==> src/ffst_pkg.sv <==
// Shared types and codes for the first-free slot table.
`timescale 1ns / 1ps

package ffst_pkg;

  // Operation codes carried on the op port
  typedef enum logic [1:0] {
    OP_APPEND = 2'd0,
    OP_REMOVE = 2'd1,
    OP_GET    = 2'd2,
    OP_CLEAR  = 2'd3
  } op_t;

  // Status codes returned with every result
  typedef enum logic [1:0] {
    ST_OK    = 2'd0,
    ST_FULL  = 2'd1,
    ST_RANGE = 2'd2,
    ST_FREE  = 2'd3
  } status_t;

  localparam int unsigned IDX_W    = 6;
  localparam int unsigned LIMIT_W  = 7;
  localparam int unsigned COUNT_W  = 7;
  localparam int unsigned DATA_W   = 32;
  localparam logic [LIMIT_W-1:0] LIMIT_RESET = 7'd64;

  // One accepted command beat handed to the mark unit
  typedef struct packed {
    logic                   go;
    op_t                    op;
    logic [IDX_W-1:0]       slot_index;
  } ffst_cmd_t;

  // Decision of the mark unit for the accepted beat
  typedef struct packed {
    status_t                status;
    logic [IDX_W-1:0]       result_index;
    logic                   slot_used;
  } ffst_res_t;

endpackage

==> src/ffst_ram.sv <==
// Generic single-port RAM with registered read.
`timescale 1ns / 1ps

module ffst_ram #(
  parameter int unsigned WIDTH = 32,
  parameter int unsigned DEPTH = 64
) (
  input  logic                     clk,
  input  logic                     we,
  input  logic [$clog2(DEPTH)-1:0] addr,
  input  logic [WIDTH-1:0]         wdata,
  output logic [WIDTH-1:0]         rdata
);

  logic [WIDTH-1:0] mem [DEPTH];

  // Write on enable, read every cycle
  always_ff @(posedge clk) begin
    if (we) begin
      mem[addr] <= wdata;
    end
    rdata <= mem[addr];
  end

endmodule

==> src/ffst_marks.sv <==
// Used marks, live count, first-free search and limit sweep.
`timescale 1ns / 1ps

module ffst_marks #(
  parameter int unsigned SLOTS = 64
) (
  input  logic                                clk,
  input  logic                                rst,
  input  ffst_pkg::ffst_cmd_t                 cmd,
  input  logic [ffst_pkg::LIMIT_W-1:0]        slot_limit,
  input  logic                                cfg_we,
  output ffst_pkg::ffst_res_t                 res,
  output logic                                busy,
  output logic                                ram_we,
  output logic [$clog2(SLOTS)-1:0]            ram_addr,
  output logic [$clog2(SLOTS+1)-1:0]          count
);

  localparam int unsigned IW  = $clog2(SLOTS);
  localparam int unsigned CW  = $clog2(SLOTS + 1);
  localparam int unsigned LW  = (CW > ffst_pkg::LIMIT_W) ? CW : ffst_pkg::LIMIT_W;
  localparam logic [LW-1:0] SLOTS_L = LW'(SLOTS);
  localparam logic [IW-1:0] LAST    = IW'(SLOTS - 1);

  typedef enum logic {
    S_IDLE,
    S_SWEEP
  } state_t;

  state_t             state, state_next;
  logic [IW-1:0]      ptr, ptr_next;
  logic [SLOTS-1:0]   marks, marks_next;
  logic [CW-1:0]      count_next;

  logic [LW-1:0]      lim_ext, lim_act, idx_ext;
  logic               idx_ok, mark_at, any_free;
  logic [IW-1:0]      idx, first_idx;
  logic [SLOTS-1:0]   below, free, first;

  // Clamp the limit to the table size
  assign lim_ext = LW'(slot_limit);
  assign lim_act = (lim_ext > SLOTS_L) ? SLOTS_L : lim_ext;
  assign idx_ext = LW'(cmd.slot_index);
  assign idx_ok  = idx_ext < lim_act;
  assign idx     = IW'(cmd.slot_index);
  assign mark_at = marks[idx];

  // Find the lowest free slot below the limit
  always_comb begin
    first_idx = '0;
    for (int i = 0; i < SLOTS; i++) begin
      below[i] = LW'(i) < lim_act;
    end
    free     = ~marks & below;
    any_free = |free;
    first    = free & (~free + SLOTS'(1));
    for (int i = 0; i < SLOTS; i++) begin
      if (first[i]) begin
        first_idx = first_idx | IW'(i);
      end
    end
  end

  // Decide the command and the sweep step
  always_comb begin
    res.status       = ffst_pkg::ST_OK;
    res.result_index = '0;
    res.slot_used    = 1'b0;
    marks_next       = marks;
    count_next       = count;
    state_next       = state;
    ptr_next         = ptr;
    ram_we           = 1'b0;
    ram_addr         = idx;

    if (cmd.go) begin
      case (cmd.op)
        ffst_pkg::OP_APPEND: begin
          ram_addr = first_idx;
          if (any_free) begin
            marks_next       = marks | first;
            count_next       = count + CW'(1);
            ram_we           = 1'b1;
            res.result_index = ffst_pkg::IDX_W'(first_idx);
          end else begin
            res.status = ffst_pkg::ST_FULL;
          end
        end
        ffst_pkg::OP_REMOVE: begin
          res.result_index = cmd.slot_index;
          if (!idx_ok) begin
            res.status = ffst_pkg::ST_RANGE;
          end else if (!mark_at) begin
            res.status = ffst_pkg::ST_FREE;
          end else begin
            marks_next[idx] = 1'b0;
            count_next      = count - CW'(1);
          end
        end
        ffst_pkg::OP_GET: begin
          res.result_index = cmd.slot_index;
          if (!idx_ok) begin
            res.status = ffst_pkg::ST_RANGE;
          end else begin
            res.slot_used = mark_at;
          end
        end
        default: begin
          marks_next = '0;
          count_next = '0;
        end
      endcase
    end

    case (state)
      S_IDLE: begin
        if (cfg_we) begin
          state_next = S_SWEEP;
          ptr_next   = '0;
        end
      end
      S_SWEEP: begin
        // Drop slots at or above the new limit
        if (LW'(ptr) >= lim_act && marks[ptr]) begin
          marks_next[ptr] = 1'b0;
          count_next      = count - CW'(1);
        end
        if (ptr == LAST) begin
          state_next = S_IDLE;
        end else begin
          ptr_next = ptr + IW'(1);
        end
      end
      default: begin
        state_next = S_IDLE;
      end
    endcase
  end

  assign busy = (state == S_SWEEP);

  // Hold state, marks and count
  always_ff @(posedge clk) begin
    if (rst) begin
      state <= S_IDLE;
      ptr   <= '0;
      marks <= '0;
      count <= '0;
    end else begin
      state <= state_next;
      ptr   <= ptr_next;
      marks <= marks_next;
      count <= count_next;
    end
  end

endmodule

==> src/first_free_slot_table.sv <==
// Top level of the first-free slot table.
`timescale 1ns / 1ps
//
// Command channel: a beat (op, slot_index, item_data) is taken at a rising
// edge with start high and busy low. Ops: append into the lowest free slot
// below slot_limit, remove a slot, get a slot, clear all slots.
// Result channel: done is high for exactly one cycle, in the cycle after the
// command beat, with status, result_index, read_data, slot_used and
// live_count. The receiver cannot stall; every result must be taken then.
// Throughput: one command per cycle while busy is low. Used marks sit in
// flops and feed a find-first-set encoder, so the free slot is picked in the
// accept cycle; slot data lives in a single-port RAM whose registered read
// supplies read_data in the result cycle.
// Configuration: slot_limit is written through cfg_valid/cfg_ready/cfg_data.
// Each write starts a sweep through the slots that frees those at or above the
// new limit; busy is high and cfg_ready low during the sweep.
// Reset: all slots free, live count zero, slot_limit 64, no sweep pending.

module first_free_slot_table #(
  parameter int unsigned SLOTS      = 64,
  parameter int unsigned ITEM_WIDTH = 32
) (
  input  logic                               clk,
  input  logic                               rst,
  input  logic                               start,
  output logic                               busy,
  input  logic [1:0]                         op,
  input  logic [ffst_pkg::IDX_W-1:0]         slot_index,
  input  logic [ffst_pkg::DATA_W-1:0]        item_data,
  input  logic                               cfg_valid,
  output logic                               cfg_ready,
  input  logic [ffst_pkg::LIMIT_W-1:0]       cfg_data,
  output logic                               done,
  output logic [1:0]                         status,
  output logic [ffst_pkg::IDX_W-1:0]         result_index,
  output logic [ffst_pkg::DATA_W-1:0]        read_data,
  output logic                               slot_used,
  output logic [ffst_pkg::COUNT_W-1:0]       live_count
);

  localparam int unsigned IW = $clog2(SLOTS);
  localparam int unsigned CW = $clog2(SLOTS + 1);

  logic [ffst_pkg::LIMIT_W-1:0] slot_limit;
  ffst_pkg::ffst_cmd_t          cmd;
  ffst_pkg::ffst_res_t          res;
  logic                         cfg_we;
  logic                         ram_we;
  logic [IW-1:0]                ram_addr;
  logic [ITEM_WIDTH-1:0]        ram_q;
  logic [CW-1:0]                count;
  logic [63:0]                  q_ext;

  assign cmd.go         = start & ~busy;
  assign cmd.op         = ffst_pkg::op_t'(op);
  assign cmd.slot_index = slot_index;
  assign cfg_ready      = ~busy;
  assign cfg_we         = cfg_valid & cfg_ready;

  ffst_marks #(
    .SLOTS(SLOTS)
  ) u_marks (
    .clk        (clk),
    .rst        (rst),
    .cmd        (cmd),
    .slot_limit (slot_limit),
    .cfg_we     (cfg_we),
    .res        (res),
    .busy       (busy),
    .ram_we     (ram_we),
    .ram_addr   (ram_addr),
    .count      (count)
  );

  ffst_ram #(
    .WIDTH(ITEM_WIDTH),
    .DEPTH(SLOTS)
  ) u_store (
    .clk   (clk),
    .we    (ram_we),
    .addr  (ram_addr),
    .wdata (ITEM_WIDTH'(item_data)),
    .rdata (ram_q)
  );

  // Hold the limit register and the result strobe
  always_ff @(posedge clk) begin
    if (rst) begin
      slot_limit <= ffst_pkg::LIMIT_RESET;
      done       <= 1'b0;
    end else begin
      if (cfg_we) begin
        slot_limit <= cfg_data;
      end
      done <= cmd.go;
    end
  end

  // Capture the result beat fields
  always_ff @(posedge clk) begin
    if (cmd.go) begin
      status       <= res.status;
      result_index <= res.result_index;
      slot_used    <= res.slot_used;
    end
  end

  // Free slots read as zero
  assign q_ext      = 64'(ram_q);
  assign read_data  = slot_used ? q_ext[ffst_pkg::DATA_W-1:0] : '0;
  assign live_count = ffst_pkg::COUNT_W'(count);

endmodule

==> config.mk <==
export PLATFORM = sky130hd
export DESIGN_NAME = first_free_slot_table
export DESIGN_NICKNAME = d
export VERILOG_FILES = /design/src/ffst_pkg.sv /design/src/ffst_ram.sv /design/src/ffst_marks.sv /design/src/first_free_slot_table.sv
export SDC_FILE = /design/constraint.sdc
export NUM_CORES = 2
export LEC_CHECK = 0
export ABC_AREA = 0
export BUFFER_PORTS_ARGS = -buffer_cell sky130_fd_sc_hd__clkbuf_2
export CAP_MARGIN = 5
export CORE_ASPECT_RATIO = 0.8
export CORE_MARGIN = 10
export CORE_UTILIZATION = 41
export DETAILED_ROUTE_END_ITERATION = 10
export GPL_TIMING_DRIVEN = 0
export SLEW_MARGIN = 30
export SYNTH_ARGS = -nofsm -noshare
export SYNTH_HDL_FRONTEND = slang
export SYNTH_SLANG_ARGS = --single-unit
==> constraint.sdc <==
create_clock -name clk -period 9.3 [get_ports clk]
set_input_delay 0.465 -clock clk [delete_from_list [all_inputs] [get_ports clk]]
set_output_delay 0.465 -clock clk [all_outputs]
set_load 0.05 [all_outputs]
==> flow_metrics.py <==
metrics = {
    "clock_tree": {
        "cts_root_buf": "clkbuf_16",
        "hold_buffers": 7,
        "clockBufferDepth": 3,
        "cts_tree": "built",
        "clkSinkCount": 2175,
        "cts_buffers": 205,
        "clk_latency_ns": 0.85,
        "path_clk_slew_ns": 0.07,
        "htree_levels": 4,
        "post_cts_buffers": 0,
        "cts-resized-gates": 0,
    },
    "yosys": {
        "synth_ff_type": "edfxtp_1",
        "synth_edf_count": 2057,
        "ys_seq_elements": 2175,
        "synthCells": 4576,
        "synth.area.top_cells": "edfxtp_1, mux4_2, dfxtp_1",
        "yosys_warnings": 0,
        "yosysTopAreaCell": "edfxtp_1",
        "syn-cell-area_mm2": 0.08774,
        "synth.yosys.seq_area_share_pct": 73.10,
        "yosysUniqueCellTypes": 93,
        "async_flop_share_pct": 0,
        "synth.top_cell.area_share_pct": 70.40,
        "syn_avg_cell_area_um2": 19.17,
        "syn-num-nets": 4641,
    },
    "sta": {
        "fin_crit_ns": 8.131,
        "worstMarginPinSlew_ns": 1.039,
        "finClkSkew_ns": 0.03476,
        "hold_viol_final": 0,
        "fmax_ghz": 0.1230,
        "fin_ws_ns": 1.169,
        "rsz0062_at_grt": "false",
        "setup_viol": 0,
        "min_period_over_period_pct": 87.43,
        "slew_viol_final": 0,
        "slew_headroom_pct": 30.46,
    },
    "route": {
        "drc_errors": 0,
        "wire_per_inst_um": 35.93,
        "wl_mm": 289.4,
        "drt_iter0_drc": 8288,
        "vias": 51310,
        "viasPerCell": 6.370,
        "final_antenna_net_count": 0,
        "firstDrtPassIters": 8,
    },
    "cells_and_area": {
        "fin_area_mm2": 0.1031,
        "syn2layout_area_growth_pct": 17.48,
        "final_nets": 5112,
        "num-fill-cells": 17390,
        "drive_gt1_share_pct": 27.30,
    },
    "global_route": {
        "grt_pass1_wl_mm": 398.6,
        "grt_max_degree": 65,
        "antenna_found_initial": 21,
        "grt_usage_pct": 24.39,
        "grt_pass1_vias": 48540,
        "grt.overflow.total": 0,
    },
    "placement": {
        "dp_hpwl_mm": 206.1,
        "gp_congestion": 0.9718,
        "dpl_cell_area_mm2": 0.09622,
        "place_ws_ns": 1.617,
        "io_buffers": 98,
    },
    "floorplan": {
        "core_mm2": 0.2124,
        "initial_core_util_pct": 41.32,
        "chipWidth_um": 537.2,
        "fp.dieH_um": 433.8,
        "design.die.area_mm2": 0.2330,
        "rows": 151,
        "io_pins": 102,
    },
    "worst_setup_path": {
        "cp.arrival_ns": 8.67,
        "required_ns": 9.84,
        "critPathKind": "flip-flop to flip-flop",
        "crit_path_max_fanout": 14,
        "end_kind": "flip-flop",
        "worst_setup_path_start_kind": "flip-flop",
    },
    "flow_run": {
        "cap_violations": 0,
    },
    "power": {
        "p_comb_share_pct": 7.8,
        "p_leak_nw": 31.88,
        "seqPwrFrac_pct": 51.7,
        "p_sw_mw": 4.829,
        "switching_share_pct": 23.13,
        "internal_power_mw": 16.04,
        "ir_worst_vdd_mv": 0.2356,
        "cellPowerDensity_mw_per_mm2": 202.5,
        "pwr-share-clk_pct": 40.5,
    },
    "min_path": {
        "hp-class": "input port to flip-flop",
    },
    "status": {
        "status": "finished clean",
    },
}
flip-flops by register name, indices dropped and copies added, names as in the netlist:
signal	count
u_store.mem	2048
u_marks.marks	64
u_store.rdata	32
slot_limit	7
u_marks.count	7
result_index	6
u_marks.ptr	6
status	2
done	1
slot_used	1
u_marks.busy	1
metrics by stage:
step           util [%]  hold slack [ns]  TNS (ns)  cells  power, mW
2_1_floorplan         -           0.4548         0   4576      11.87
3_3_place_gp      43.21           0.5555   -513.66   7504      12.56
3_5_place_dp      45.31           0.5704         0   7662      12.60
4_1_cts           48.52          0.01073         0   8045      20.95
5_1_grt           48.53          0.05807         0   8048      21.43
6_report          48.54          0.06209         0   8055      20.87
worst paths after layout:
check | from | end | slack, ns | depth (start not counted)
min reg2reg | u_marks.marks[12] | u_marks.marks[12] | 0.59 | 2
min | cfg_valid | u_marks.ptr[4] | 0.06 | 4
max reg2reg | slot_limit[2] | u_store.mem[23][19] | 1.17 | 18
max | slot_limit[2] | u_store.mem[23][19] | 1.17 | 18
power groups by stage:
| stage | Clock, mW | Combinational (mW) | Sequential [mW] |
|---|---|---|---|
| after floorplan | 0 | 0.873 | 11.0 |
| after CTS | 8.55 | 1.62 | 10.8 |
| after global routing | 8.94 | 1.70 | 10.8 |
| after detailed placement | 0 | 1.61 | 11.0 |
| final | 8.45 | 1.63 | 10.8 |
| after global placement | 0 | 1.56 | 11.0 |
worst max-delay path: stages, from the launching register on:
cell and delay, ns:
dfxtp_1 0.36, buf_2 0.22, nor3_2 0.74, a21oi_1 0.16, o21ai_0 0.83, clkbuf_1 0.59
nand2_1 0.48, or3_1 0.48, nor3_1 0.18, a21oi_1 0.10, nand4_1 0.24, o32a_1 0.32
buf_2 0.54, buf_2 0.62, nand3_1 0.76, nor2_4 0.55, buf_16 0.22, buf_8 0.19
buf_16 0.17
final cells by class:
class | count | area [µm²] | share of cell area, %
Antenna cell | 9 | 22.52 | 0.02185
Buffer | 282 | 1503 | 1.458
Clock buffer | 254 | 5334 | 5.175
Clock inverter | 122 | 1404 | 1.362
Inverter | 27 | 103.9 | 0.1008
Multi-Input combinational cell | 2092 | 22690 | 22.01
Sequential cell | 2175 | 64130 | 62.22
Tap cell | 2830 | 3541 | 3.435
Timing Repair Buffer | 264 | 4347 | 4.217
synthesized netlist by cell type, types with 5 or more instances:
library cell / instances
a211oi_1: 46
a21o_1: 14
a21oi_1: 143
a221oi_1: 44
a221oi_2: 29
a22o_1: 29
a22oi_1: 213
a31oi_1: 27
and2_1: 45
and3_1: 21
and4_1: 30
buf_1: 28
buf_2: 85
buf_4: 49
buf_6: 17
clkbuf_1: 102
dfxtp_1: 118
edfxtp_1: 2057
ha_1: 14
inv_1: 23
mux2i_1: 12
mux4_2: 532
nand2_1: 121
nand2b_1: 23
nand3_1: 56
nand3b_1: 5
nand4_1: 67
nor2_1: 195
nor2b_1: 13
nor3_1: 70
nor3b_1: 8
nor4_1: 22
o211ai_1: 14
o21a_1: 35
o21ai_0: 100
o22a_1: 7
o22ai_1: 6
o31ai_1: 7
or2_2: 14
or3_1: 18
or4_1: 8
cells by family (layout without fill, tap and decap cells):
logic type,count (synthesis),count (layout),share of synthesized area (%)
AND/OR/NAND/NOR,755,755,4.688
XOR/XNOR,6,6,0.05990
multiplexers,548,548,13.84
other,0,9,0
flip-flops,2175,2175,73.10
buffers and inverters,309,949,1.803
AO/OA/AOI/OAI,769,769,6.310
adder cells (fa/ha/maj),14,14,0.1997
placed cells by master, fill, tap and decap left out, drive strengths merged, types with 35 or more instances in the layout:
cell type	Yosys	layout
a211oi	48	48
a21oi	144	144
a221oi	73	73
a22oi	213	213
and2	45	45
buf	179	338
clkbuf	103	455
clkinv	4	88
dfxtp	118	118
edfxtp	2057	2057
mux4	532	532
nand2	121	121
nand3	56	56
nand4	69	69
nor2	196	196
nor3	74	74
o21a	35	35
o21ai	103	103
layer usage:
layer,track usage (%),vias to the layer above,routed length [µm]
met4,5.749,4,6317
met3,7.329,358,36950
met2,33.30,3224,120500
li1,-,20290,-
met5,0,-,27
met1,38.07,27440,125600
Power figures use the tool's default switching activity.
